**src/met_pkg.sv**
```systemverilog
// Shared types and constants for the multi-slot event timer table.
`timescale 1ns / 1ps
`default_nettype none
package met_pkg;

    localparam int SLOTS_DEFAULT = 16;
    localparam int MAX_RESULTS   = 16;
    localparam int RES_CNT_W     = $clog2(MAX_RESULTS + 1);

    localparam int CMD_W   = 3;
    localparam int TASK_W  = 4;
    localparam int EVENT_W = 16;
    localparam int COUNT_W = 32;

    localparam logic [CMD_W-1:0] CMD_START_ONE = 3'd0;
    localparam logic [CMD_W-1:0] CMD_START_PER = 3'd1;
    localparam logic [CMD_W-1:0] CMD_RESTART   = 3'd2;
    localparam logic [CMD_W-1:0] CMD_STOP      = 3'd3;
    localparam logic [CMD_W-1:0] CMD_QUERY     = 3'd4;
    localparam logic [CMD_W-1:0] CMD_TICK      = 3'd5;

    localparam logic KIND_REPLY   = 1'b0;
    localparam logic KIND_FIRED   = 1'b1;
    localparam logic OUTCOME_OK   = 1'b0;
    localparam logic OUTCOME_FAIL = 1'b1;

    typedef enum logic [2:0] {
        OP_START_ONE,
        OP_START_PER,
        OP_RESTART,
        OP_STOP,
        OP_QUERY,
        OP_TICK,
        OP_BAD
    } op_t;

    typedef struct packed {
        op_t                op;
        logic [TASK_W-1:0]  task_id;
        logic [EVENT_W-1:0] event_num;
        logic [COUNT_W-1:0] timeout;
    } cmd_t;

    typedef struct packed {
        logic               periodic;
        logic [TASK_W-1:0]  task_id;
        logic [EVENT_W-1:0] event_num;
        logic [COUNT_W-1:0] count;
        logic [COUNT_W-1:0] limit;
    } slot_t;

    typedef enum logic [1:0] {
        BK_IDLE,
        BK_SCAN,
        BK_FLUSH
    } bk_state_t;

endpackage
`default_nettype wire

```
**src/met_ram.sv**
```systemverilog
// Generic single-write, single-read RAM with a registered read port.
`timescale 1ns / 1ps
`default_nettype none
module met_ram #(
    parameter int  WIDTH = 8,
    parameter int  DEPTH = 16,
    localparam int AW    = (DEPTH > 1) ? $clog2(DEPTH) : 1
) (
    input  wire logic             aclk,
    input  wire logic             wr_en,
    input  wire logic [AW-1:0]    wr_addr,
    input  wire logic [WIDTH-1:0] wr_data,
    input  wire logic             rd_en,
    input  wire logic [AW-1:0]    rd_addr,
    output logic      [WIDTH-1:0] rd_data
);

    logic [WIDTH-1:0] mem_reg [DEPTH];
    logic [WIDTH-1:0] rd_data_reg;

    always_ff @(posedge aclk) begin
        if (wr_en) begin
            mem_reg[wr_addr] <= wr_data;
        end
        if (rd_en) begin
            rd_data_reg <= mem_reg[rd_addr];
        end
    end

    assign rd_data = rd_data_reg;

endmodule
`default_nettype wire

```
**src/met_front.sv**
```systemverilog
// Front end: accepts input items, decodes the command and queues them for the engine.
`timescale 1ns / 1ps
`default_nettype none
module met_front import met_pkg::*; (
    input  wire logic               aclk,
    input  wire logic               aresetn,
    input  wire logic               s_valid,
    output logic                    s_ready,
    input  wire logic [CMD_W-1:0]   s_command,
    input  wire logic [TASK_W-1:0]  s_task_id,
    input  wire logic [EVENT_W-1:0] s_event_id,
    input  wire logic [COUNT_W-1:0] s_timeout,
    output cmd_t                    cmd,
    output logic                    cmd_valid,
    input  wire logic               cmd_ready
);

    localparam int DEPTH = 2;

    cmd_t       q_reg [DEPTH];
    cmd_t       in_cmd;
    logic       wr_ptr_reg, wr_ptr_next;
    logic       rd_ptr_reg, rd_ptr_next;
    logic [1:0] fill_reg, fill_next;
    logic       push, pop;

    always_comb begin
        in_cmd.task_id   = s_task_id;
        in_cmd.event_num = s_event_id;
        in_cmd.timeout   = s_timeout;
        case (s_command)
            CMD_START_ONE: in_cmd.op = OP_START_ONE;
            CMD_START_PER: in_cmd.op = OP_START_PER;
            CMD_RESTART:   in_cmd.op = OP_RESTART;
            CMD_STOP:      in_cmd.op = OP_STOP;
            CMD_QUERY:     in_cmd.op = OP_QUERY;
            CMD_TICK:      in_cmd.op = OP_TICK;
            default:       in_cmd.op = OP_BAD;
        endcase
    end

    assign s_ready   = (fill_reg != 2'(DEPTH));
    assign cmd_valid = (fill_reg != 2'd0);
    assign cmd       = q_reg[rd_ptr_reg];
    assign push      = s_valid && s_ready;
    assign pop       = cmd_valid && cmd_ready;

    always_comb begin
        wr_ptr_next = push ? ~wr_ptr_reg : wr_ptr_reg;
        rd_ptr_next = pop ? ~rd_ptr_reg : rd_ptr_reg;
        fill_next   = fill_reg + {1'b0, push} - {1'b0, pop};
    end

    always_ff @(posedge aclk) begin
        if (!aresetn) begin
            wr_ptr_reg <= 1'b0;
            rd_ptr_reg <= 1'b0;
            fill_reg   <= 2'd0;
        end else begin
            wr_ptr_reg <= wr_ptr_next;
            rd_ptr_reg <= rd_ptr_next;
            fill_reg   <= fill_next;
        end
    end

    always_ff @(posedge aclk) begin
        if (push) begin
            q_reg[wr_ptr_reg] <= in_cmd;
        end
    end

endmodule
`default_nettype wire

```
**src/met_back.sv**
```systemverilog
// Back end: sweeps the slot table one slot per cycle unless stalled; drives the result register.
`timescale 1ns / 1ps
`default_nettype none
module met_back import met_pkg::*; #(
    parameter int SLOTS = SLOTS_DEFAULT
) (
    input  wire logic               aclk,
    input  wire logic               aresetn,
    input  wire cmd_t               cmd,
    input  wire logic               cmd_valid,
    output logic                    cmd_ready,
    output logic                    m_valid,
    input  wire logic               m_ready,
    output logic                    m_kind,
    output logic                    m_outcome,
    output logic [TASK_W-1:0]       m_fired_task,
    output logic [EVENT_W-1:0]      m_fired_event,
    output logic                    m_last
);

    localparam int IDX_W  = (SLOTS > 1) ? $clog2(SLOTS) : 1;
    localparam int CNT_W  = $clog2(SLOTS + 1);
    localparam int SLOT_W = $bits(slot_t);
    localparam logic [IDX_W-1:0] LAST_IDX  = IDX_W'(SLOTS - 1);
    localparam logic [CNT_W-1:0] SLOTS_CNT = CNT_W'(SLOTS);

    bk_state_t state_reg, state_next;
    cmd_t      cur_reg, cur_next;

    logic [CNT_W-1:0]     rd_idx_reg, rd_idx_next;
    logic [IDX_W-1:0]     p_idx_reg, p_idx_next;
    logic                 p_valid_reg, p_valid_next;
    logic [SLOTS-1:0]     active_reg, active_next;
    logic [RES_CNT_W-1:0] res_cnt_reg, res_cnt_next;
    logic                 pend_valid_reg, pend_valid_next;
    logic [TASK_W-1:0]    pend_task_reg, pend_task_next;
    logic [EVENT_W-1:0]   pend_event_reg, pend_event_next;

    logic                 m_valid_reg, m_valid_next;
    logic                 m_kind_reg, m_kind_next;
    logic                 m_outcome_reg, m_outcome_next;
    logic [TASK_W-1:0]    m_task_reg, m_task_next;
    logic [EVENT_W-1:0]   m_event_reg, m_event_next;
    logic                 m_last_reg, m_last_next;

    logic                 ram_we, ram_re;
    slot_t                ram_wdata;
    logic [SLOT_W-1:0]    ram_rdata;
    slot_t                entry;

    logic out_free, issuing, is_act, match, at_end, fire, cap, hit, stall, finish;

    met_ram #(
        .WIDTH (SLOT_W),
        .DEPTH (SLOTS)
    ) u_slot_ram (
        .aclk    (aclk),
        .wr_en   (ram_we),
        .wr_addr (p_idx_reg),
        .wr_data (ram_wdata),
        .rd_en   (ram_re),
        .rd_addr (rd_idx_reg[IDX_W-1:0]),
        .rd_data (ram_rdata)
    );

    assign entry    = slot_t'(ram_rdata);
    assign out_free = !m_valid_reg || m_ready;
    assign issuing  = (rd_idx_reg < SLOTS_CNT);
    assign is_act   = active_reg[p_idx_reg];
    assign match    = is_act && (entry.task_id == cur_reg.task_id)
                      && (entry.event_num == cur_reg.event_num);
    assign at_end   = (p_idx_reg == LAST_IDX);
    assign fire     = is_act && (entry.count > entry.limit);
    assign cap      = fire && (res_cnt_reg < RES_CNT_W'(MAX_RESULTS));

    always_comb begin
        case (cur_reg.op)
            OP_START_ONE, OP_START_PER: hit = !is_act;
            OP_RESTART, OP_STOP, OP_QUERY: hit = match;
            default: hit = 1'b0;
        endcase
    end

    always_comb begin
        state_next      = state_reg;
        cur_next        = cur_reg;
        rd_idx_next     = rd_idx_reg;
        p_idx_next      = p_idx_reg;
        p_valid_next    = p_valid_reg;
        active_next     = active_reg;
        res_cnt_next    = res_cnt_reg;
        pend_valid_next = pend_valid_reg;
        pend_task_next  = pend_task_reg;
        pend_event_next = pend_event_reg;
        m_valid_next    = m_valid_reg && !m_ready;
        m_kind_next     = m_kind_reg;
        m_outcome_next  = m_outcome_reg;
        m_task_next     = m_task_reg;
        m_event_next    = m_event_reg;
        m_last_next     = m_last_reg;
        ram_we          = 1'b0;
        ram_re          = 1'b0;
        ram_wdata       = entry;
        cmd_ready       = 1'b0;
        stall           = 1'b0;
        finish          = 1'b0;

        case (state_reg)
            BK_IDLE: begin
                cmd_ready = 1'b1;
                if (cmd_valid) begin
                    cur_next        = cmd;
                    rd_idx_next     = '0;
                    p_valid_next    = 1'b0;
                    res_cnt_next    = '0;
                    pend_valid_next = 1'b0;
                    state_next      = BK_SCAN;
                end
            end
            BK_SCAN: begin
                if (p_valid_reg) begin
                    if (cur_reg.op == OP_TICK) begin
                        // A new firing pushes out the one held back, so last can be set at the end.
                        stall = cap && pend_valid_reg && !out_free;
                        if (!stall) begin
                            if (is_act) begin
                                ram_we          = 1'b1;
                                ram_wdata.count = (fire && entry.periodic) ? '0
                                                  : entry.count + 1'b1;
                            end
                            if (fire && !entry.periodic) begin
                                active_next[p_idx_reg] = 1'b0;
                            end
                            if (cap) begin
                                if (pend_valid_reg) begin
                                    m_valid_next   = 1'b1;
                                    m_kind_next    = KIND_FIRED;
                                    m_outcome_next = OUTCOME_OK;
                                    m_task_next    = pend_task_reg;
                                    m_event_next   = pend_event_reg;
                                    m_last_next    = 1'b0;
                                end
                                pend_valid_next = 1'b1;
                                pend_task_next  = entry.task_id;
                                pend_event_next = entry.event_num;
                                res_cnt_next    = res_cnt_reg + 1'b1;
                            end
                            if (at_end) begin
                                finish     = 1'b1;
                                state_next = (pend_valid_reg || cap) ? BK_FLUSH : BK_IDLE;
                            end
                        end
                    end else if (hit || at_end) begin
                        stall = !out_free;
                        if (!stall) begin
                            m_valid_next   = 1'b1;
                            m_kind_next    = KIND_REPLY;
                            m_outcome_next = hit ? OUTCOME_OK : OUTCOME_FAIL;
                            m_task_next    = '0;
                            m_event_next   = '0;
                            m_last_next    = 1'b1;
                            finish         = 1'b1;
                            state_next     = BK_IDLE;
                            if (hit) begin
                                case (cur_reg.op)
                                    OP_START_ONE, OP_START_PER: begin
                                        ram_we                 = 1'b1;
                                        ram_wdata.periodic     = (cur_reg.op == OP_START_PER);
                                        ram_wdata.task_id      = cur_reg.task_id;
                                        ram_wdata.event_num    = cur_reg.event_num;
                                        ram_wdata.count        = '0;
                                        ram_wdata.limit        = cur_reg.timeout;
                                        active_next[p_idx_reg] = 1'b1;
                                    end
                                    OP_RESTART: begin
                                        ram_we          = 1'b1;
                                        ram_wdata.count = '0;
                                    end
                                    OP_STOP: begin
                                        active_next[p_idx_reg] = 1'b0;
                                    end
                                    default: begin
                                    end
                                endcase
                            end
                        end
                    end
                end
                // The read for the next slot is issued while this one is evaluated.
                if (!stall) begin
                    ram_re = issuing;
                    if (finish) begin
                        p_valid_next = 1'b0;
                    end else begin
                        p_valid_next = issuing;
                        p_idx_next   = rd_idx_reg[IDX_W-1:0];
                        if (issuing) begin
                            rd_idx_next = rd_idx_reg + 1'b1;
                        end
                    end
                end
            end
            BK_FLUSH: begin
                if (out_free) begin
                    m_valid_next    = 1'b1;
                    m_kind_next     = KIND_FIRED;
                    m_outcome_next  = OUTCOME_OK;
                    m_task_next     = pend_task_reg;
                    m_event_next    = pend_event_reg;
                    m_last_next     = 1'b1;
                    pend_valid_next = 1'b0;
                    state_next      = BK_IDLE;
                end
            end
            default: begin
                state_next = BK_IDLE;
            end
        endcase
    end

    always_ff @(posedge aclk) begin
        if (!aresetn) begin
            state_reg      <= BK_IDLE;
            rd_idx_reg     <= '0;
            p_idx_reg      <= '0;
            p_valid_reg    <= 1'b0;
            active_reg     <= '0;
            res_cnt_reg    <= '0;
            pend_valid_reg <= 1'b0;
            m_valid_reg    <= 1'b0;
        end else begin
            state_reg      <= state_next;
            rd_idx_reg     <= rd_idx_next;
            p_idx_reg      <= p_idx_next;
            p_valid_reg    <= p_valid_next;
            active_reg     <= active_next;
            res_cnt_reg    <= res_cnt_next;
            pend_valid_reg <= pend_valid_next;
            m_valid_reg    <= m_valid_next;
        end
    end

    always_ff @(posedge aclk) begin
        cur_reg        <= cur_next;
        pend_task_reg  <= pend_task_next;
        pend_event_reg <= pend_event_next;
        m_kind_reg     <= m_kind_next;
        m_outcome_reg  <= m_outcome_next;
        m_task_reg     <= m_task_next;
        m_event_reg    <= m_event_next;
        m_last_reg     <= m_last_next;
    end

    assign m_valid       = m_valid_reg;
    assign m_kind        = m_kind_reg;
    assign m_outcome     = m_outcome_reg;
    assign m_fired_task  = m_task_reg;
    assign m_fired_event = m_event_reg;
    assign m_last        = m_last_reg;

endmodule
`default_nettype wire

```
**src/multi_slot_event_timer_table.sv**
```systemverilog
// Top level of the multi-slot event timer table.
//
// Commands enter on the s_ channel (valid/ready) and results leave on the m_ channel.
// Start, restart, stop and query each give one reply item; unknown command codes give a
// failure reply. A tick gives one item per firing slot in ascending slot order, at most
// MAX_RESULTS of them, with m_last on the final one, and no item at all if nothing fires.
// A two-entry command queue sits between the decoder and the table engine, so the input
// takes up to two items while the engine works or while a result waits in the output
// register. The engine sweeps the table one slot per cycle through the slot RAM read
// port while the output does not stall it. A tick hands out its final firing from the
// flush state after the sweep; start, restart, stop and query end at the first matching
// slot (a free one for a start) or fail at the last one; replies are registered. While the
// receiver holds m_ready low, the sweep stops at the next slot that must produce an item
// and resumes when the output register frees. Reset frees every slot at once through the
// per-slot active flags; the RAM contents need no clearing and the block accepts items
// right after reset.
`timescale 1ns / 1ps
`default_nettype none
module multi_slot_event_timer_table import met_pkg::*; #(
    parameter int SLOTS = SLOTS_DEFAULT
) (
    input  wire logic               aclk,
    input  wire logic               aresetn,
    input  wire logic               s_valid,
    output logic                    s_ready,
    input  wire logic [CMD_W-1:0]   s_command,
    input  wire logic [TASK_W-1:0]  s_task_id,
    input  wire logic [EVENT_W-1:0] s_event_id,
    input  wire logic [COUNT_W-1:0] s_timeout,
    output logic                    m_valid,
    input  wire logic               m_ready,
    output logic                    m_kind,
    output logic                    m_outcome,
    output logic [TASK_W-1:0]       m_fired_task,
    output logic [EVENT_W-1:0]      m_fired_event,
    output logic                    m_last
);

    cmd_t cmd;
    logic cmd_valid;
    logic cmd_ready;

    met_front u_front (
        .aclk       (aclk),
        .aresetn    (aresetn),
        .s_valid    (s_valid),
        .s_ready    (s_ready),
        .s_command  (s_command),
        .s_task_id  (s_task_id),
        .s_event_id (s_event_id),
        .s_timeout  (s_timeout),
        .cmd        (cmd),
        .cmd_valid  (cmd_valid),
        .cmd_ready  (cmd_ready)
    );

    met_back #(
        .SLOTS (SLOTS)
    ) u_back (
        .aclk          (aclk),
        .aresetn       (aresetn),
        .cmd           (cmd),
        .cmd_valid     (cmd_valid),
        .cmd_ready     (cmd_ready),
        .m_valid       (m_valid),
        .m_ready       (m_ready),
        .m_kind        (m_kind),
        .m_outcome     (m_outcome),
        .m_fired_task  (m_fired_task),
        .m_fired_event (m_fired_event),
        .m_last        (m_last)
    );

endmodule
`default_nettype wire

```
**config.mk**
```make
export PLATFORM = sky130hd
export DESIGN_NAME = multi_slot_event_timer_table
export DESIGN_NICKNAME = d
export VERILOG_FILES = /design/src/met_pkg.sv /design/src/met_ram.sv /design/src/met_front.sv /design/src/met_back.sv /design/src/multi_slot_event_timer_table.sv
export SDC_FILE = /design/constraint.sdc
export NUM_CORES = 1
export LEC_CHECK = 0
export ABC_AREA = 0
export BUFFER_PORTS_ARGS = -buffer_cell sky130_fd_sc_hd__buf_2
export CAP_MARGIN = 20
export CORE_ASPECT_RATIO = 1.75
export CORE_MARGIN = 4
export CORE_UTILIZATION = 39
export CTS_CLUSTER_DIAMETER = 150
export CTS_CLUSTER_SIZE = 24
export DETAILED_ROUTE_END_ITERATION = 7
export GPL_ROUTABILITY_DRIVEN = 0
export RECOVER_POWER = 50
export REMOVE_ABC_BUFFERS = 1
export SKIP_CTS_REPAIR_TIMING = 1
export SYNTH_ARGS = -nofsm -noshare
export SYNTH_HDL_FRONTEND = slang
export SYNTH_HIERARCHICAL = 1
export SYNTH_SLANG_ARGS = --single-unit
```
**constraint.sdc**
```tcl
create_clock -name aclk -period 11.46 [get_ports aclk]
set_input_delay 1.146 -clock aclk [delete_from_list [all_inputs] [get_ports aclk]]
set_output_delay 1.146 -clock aclk [all_outputs]
set_load 0.05 [all_outputs]
```
Yosys cells after proc, flatten, opt, wreduce, memory -nomap -nowiden. Memories as Yosys holds them, arrays and structs flattened. A register that Yosys moved wholly into a read port is not among the register bits. Cells that the tools add are included. Widths: inputs -> output; s select.

Register bits: 82. Bits in writable memories: 1470. Input port bits: 59. Output and inout bits: 25. Logic and storage cells: 247. Memories: 2.

$add $sub $neg: 5. Order comparisons: 5. Equal/unequal tests: 33. Multiplexer cells: 131. Bitwise operators: 8. Reductions and logical operators: 45.

Memory list: u_back.u_slot_ram.mem_reg (words 16, width 85, read ports 1, clocked after memory_dff 1, wr ports 1, RTL line met_ram.sv:18) `logic [WIDTH-1:0] mem_reg [DEPTH];`; u_front.q_reg (words 2, width 55, read ports 1, clocked after memory_dff 1, wr ports 1, RTL line met_front.sv:20) `cmd_t q_reg [DEPTH];`.

Operator list (number): $mux 85 (5); $mux 16 (14); $mux 32 (7); $pmux 16 s2 (2); $mux 1 (63); $mux 21 (2); $mux 5 (8); $add 32x1->32 const B (1); $gt 32x32->1 (1); $mux 4 (8); $pmux 5 s2 (2); $pmux 3 s6 (1); $and 16x16->16 (1); $eq 16x16->1 (1); $mux 2 (8); $not 16->16 (1); $or 16x16->16 (1); $reduce_and 8->1 (2); $reduce_and 5->1 (3); $ne 2x2->1 const B (7); $eq 3x2->1 const B (4); $eq 3x3->1 const B (4); $logic_and 1x1->1 (12); $pmux 1 s2 (6); 33 further kinds (63).

Depth between registers and ports, before layout.
Depth in word-level cells: 13. Depth in mapped cells: 13. Depth with buffers taken out: 12.

Modules after synthesis. Netlist, hierarchy kept.

Modules (own cells, without submodules): met_ram (times used 1, cells an instance 2180, area each 53382.4 µm², seq. area each 43391.6 µm²); met_back (times used 1, cells an instance 801, area each 7882.6 µm², seq. area each 3643.5 µm²); met_front (times used 1, cells an instance 203, area each 4264.1 µm², seq. area each 3403.3 µm²).

Worst setup path after synthesis. Ideal clock, no wire load.

Path kind: input-to-reg. From: input m_ready. To: memory u_back/u_slot_ram/mem_reg[0][0] (netlist name) (enable). Setup time: 0.633 ns. Arrival: 8.485 ns. Required time: 10.827 ns. Path slack: 2.342 ns. Stages: 9. Path buffers: 1. Path through: nand2b_1 -> nor2_1 -> clkbuf_1 -> o21ai_1 -> nand2_1 -> a21o_1 -> inv_1 -> or3b_2 -> nor3_1.

Cells in the longest elaborated chain, start to end: 9. Elaborated cells between the ends (all ways): 11. Those cells by class: 8 x mux; 3 x reduce/logical.

RTL lines: start, declared (RTL line multi_slot_event_timer_table.sv:31) `input wire logic m_ready,`; $logic_or 1x1->1 * (RTL line met_back.sv:67) `assign out_free = !m_valid_reg || m_ready;`; $logic_not 1->1 (RTL line met_back.sv:124) `stall = cap && pend_valid_reg && !out_free;`; $logic_and 1x1->1 (RTL line met_back.sv:124); $mux 1 (RTL line met_back.sv:125) `if (!stall) begin`; $mux 1 * (RTL line met_back.sv:122) `if (cur_reg.op == OP_TICK) begin`; $mux 1 * (RTL line met_back.sv:121) `if (p_valid_reg) begin`; $mux 1 * (RTL line met_back.sv:108) `case (state_reg)`; named net u_back.ram_we (RTL line met_back.sv:46) `logic ram_we, ram_re;`; $mux 1 * (RTL line met_ram.sv:22) `if (wr_en) begin`; $mux 1 (implied by the code) * (RTL line met_ram.sv:23) `mem_reg[wr_addr] <= wr_data;`; end, declared (RTL line met_ram.sv:18).

The timed path passes the listed nets; every way through them passes the cells marked *.

Final worst setup path.
From: register u_back.p_idx_reg[1]. To: memory u_back/u_slot_ram/mem_reg[10][78] (netlist name) (enable).

Cells in the longest elaborated chain, start to end: 13. Elaborated cells between the ends (all ways): 22. Those cells by class: 1 x eq/ne; 13 x mux; 8 x reduce/logical.

RTL lines: start, declared (RTL line met_back.sv:31) `logic [IDX_W-1:0] p_idx_reg, p_idx_next;`; start signal, assigned (RTL line met_back.sv:234) `p_idx_reg <= p_idx_next;`; $bmux 1 s4 (RTL line met_back.sv:69) `assign is_act = active_reg[p_idx_reg];`; $mux 1 (implied by the code) (RTL line met_back.sv:69); $logic_and 1x1->1 (RTL line met_back.sv:70) `assign match = is_act && (entry.task_id == cur_reg.task_id)`; $logic_and 1x1->1 (RTL line met_back.sv:71) `&& (entry.event_num == cur_reg.event_num);`; $pmux 1 s2 (RTL line met_back.sv:77) `case (cur_reg.op)`; $mux 1 (RTL line met_back.sv:164) `if (hit) begin`; $mux 1 (RTL line met_back.sv:155) `if (!stall) begin`; $mux 1 (RTL line met_back.sv:153) `end else if (hit || at_end) begin`; $mux 1 * (RTL line met_back.sv:122); $mux 1 * (RTL line met_back.sv:121); $mux 1 * (RTL line met_back.sv:108); named net u_back.ram_we (RTL line met_back.sv:46); $mux 1 * (RTL line met_ram.sv:22); $mux 1 (implied by the code) * (RTL line met_ram.sv:23).

The timed path passes the listed nets; every way through them passes the cells marked *. The select of a mux whose other input is x is not followed.

==> results.md <==
- Status: complete, but fails checks
- Failing checks: capacitance limit, slew limit
- Clock power frac: 0.250
- I/O pin count: 84
- Slew HR: -1.83
- Cells after Synth: 3184
- Die ar.: 175000 um2
- Cell variety after synth: 72
- Sequential-to-total area share from yosys stat: 0.770
- Max Cap Violations: 22
- Initial DRT Pass Iterations: 7
- Final worst-path setup slack: 3790 ps
- Die X-Extent: 318 um
- Total global-route track usage: 0.179
- CTS tree: built
- Top_reg_cell synth: edfxtp_1
- Clock Path Buffers: 3
- PortBufs: 83
- Setup violators final: 0
- CTS root buf: clkbuf_16
- First-pass GRT wire length: 231000 um
- Switch share: 0.252
- Power Internal: 9.43 mW
- Post-layout nets: 3413
- Syn Area/Cell: 20.6 um2
- Clock transition at path regs: 100 ps
- Net Switching: 3.18 mW
- CTS Sinks: 1693
- Setup WS pre-CTS: 5380 ps
- Worst-Margin Slew: 4250 ps
- Layout cells sized above 1: 0.182
- CP startpoint kind: flip-flop
- Post-synth top area share: 0.757
- Crit path DAT: 7990 ps
- Area contributors post-synth: edfxtp_1 76%, mux4_2 12%, a22oi_1 2.0%
- Drt wl/cell: 28.6 um
- Final Power: 12.6 mW
- Part of the power in registers: 0.604
- Post-Route WL: 158000 um
- Largest net degree at the start of global routing: 131
- Post-synth top cells: 1653 x edfxtp_1, 344 x mux4_2, 171 x a22oi_1
- P per Cell Area: 178 nW/um2
- Vias in the first global route: 33000
- VDD IR max: 0.000139 V
- Vias: 31400
- Layout area overhead: 8.03%
- Comb power frac: 0.146
- FMAX: 130 MHz
- Tcrit/Tclk final: 0.669
- Initial core utilization: 0.393
- Setup CP Type: reg -> reg
- Remaining Overflow, GRT: 0
- Min-delay worst type: reg -> reg
- Antenna violations before repair: 7
- Max reg flops: 1360
- Die height: 550 um
- Clk_lat worst skew: 710 ps
- Most common cell in the netlist: edfxtp_1
- Final core utilization: 0.425
- Reg2reg setup slack: 3790 ps
- Setup Skew: 39.9 ps
- RSZ-0062 raised after global routing: false
- Iter 0 DRT Violations: 2702
- Cts bufs inserted: 80
- Core area: 167000 um2
- Fillers: 14400
- Tmin final: 7670 ps
- Post-detail-place hpwl: 91000 um
- Final Hold Fails: 0
- Crit. End Element: flip-flop
- Worst Path Max Fanout: 45
- DR vias/cell: 5.68
- Yosys Warn Count: 6
- Mapped cell area: 65500 um2
- Ys async rst share: 0
- DR DRC count: 0
- Final Max Slew Viols: 809
- Req. time, crit path: 11780 ps
- Post-synth EDFFs: 1653
- FP Rows: 198
- Lkg Pwr: 21.0 nW
- Detail Route Antenna Nets: 0
- Area leader, netlist: edfxtp_1
- Synth Register Bits: 1693
- H-tree depth: 3
## metrics by stage
step	cell area (um2)	TNS, ps	std cells	hold slack [ps]
5_1_grt	70800	0	5529	508
2_1_floorplan	64700	-341400	3022	432
3_5_place_dp	68900	0	5416	462
3_3_place_gp	68900	0	5412	449
6_report	70800	0	5532	477
4_1_cts	71100	0	5512	476
## kinds of logic (layout without fill, tap and decap cells)
kind of cell | Yosys count | count (layout) | share of synthesized area
compound gates | 398 | 398 | 0.0413
xor+xnor | 25 | 25 | 0.00334
fa+ha+maj | 40 | 40 | 0.00764
buf+inv | 211 | 355 | 0.0160
flops | 1693 | 1693 | 0.770
mux | 436 | 436 | 0.134
other cells | 0 | 4 | 0
simple gates | 381 | 381 | 0.0280
## area by class of cell
type | instances | area (um2) | share of cell area
Timing Repair Buffer | 210 | 1110 | 0.0157
Sequential cell | 1693 | 50400 | 0.713
Tap cell | 2200 | 2750 | 0.0389
Inverter | 49 | 186 | 0.00263
Clock buffer | 90 | 2080 | 0.0294
Multi-Input combinational cell | 1280 | 14100 | 0.199
Antenna cell | 4 | 10.0 | 0.000141
Clock inverter | 6 | 90.1 | 0.00127
## layout by cell type (no fill, tap or decap), drive strengths merged, types with 4 or more instances in the layout
cell	instances
a21oi	48
and4	4
nand2	169
nand2b	13
and3	8
buf	99
or2	4
inv	51
nor3	18
dfxtp	40
mux2	79
nor2b	29
ha	40
diode	4
nand3b	4
a21o	7
a31oi	19
xnor2	17
nor4	17
nor2	58
nand4	21
and2	7
o41ai	7
o31a	7
o31ai	17
nand3	22
o21ai	89
mux4	344
edfxtp	1653
mux2i	13
a22o	5
xor2	8
a22oi	171
clkbuf	201
## worst paths after layout
path                                  endpoint  cells after the start           startpoint
max reg2reg  u_back/u_slot_ram/mem_reg[10][78]                     13  u_back/p_idx_reg[1]
min reg2reg                          flip-flop                      2            flip-flop
min                                  flip-flop                      2            flip-flop
max          u_back/u_slot_ram/mem_reg[10][78]                     13  u_back/p_idx_reg[1]
## layer usage
| layer | wire [um] | up-vias | share of wire | GRT usage |
|---|---|---|---|---|
| met3 | 6700 | 190 | 0.042 | 0.0195 |
| met5 | 45 | - | 0.00028 | 0 |
| met4 | 4550 | 6 | 0.029 | 0.0504 |
| li1 | - | 13300 | - | - |
| met2 | 87800 | 818 | 0.55 | 0.340 |
| met1 | 59300 | 17100 | 0.37 | 0.214 |
## critical path, cell delays in order (launching register included)
cell and delay, ps:
dfxtp_1 940, mux4_2 370, mux2i_1 80, mux2i_1 970
and4_1 390, or2_0 210, a31oi_1 120, clkbuf_1 320
a21o_1 270, inv_1 180, nand3b_1 280, nor2_1 1560
buf_4 690, buf_4 790
## power groups by stage
| stage | clock, mW | combinational [mW] | sequential (mW) |
|---|---|---|---|
| floorplan | 0 | 1.45 | 7.84 |
| global placement | 0 | 1.86 | 7.74 |
| detailed placement | 0 | 1.89 | 7.74 |
| finish | 3.16 | 1.84 | 7.62 |
| global route | 3.47 | 2.00 | 7.65 |
| CTS | 3.26 | 1.90 | 7.60 |
No activity file was read; power rests on OpenSTA's default activity.
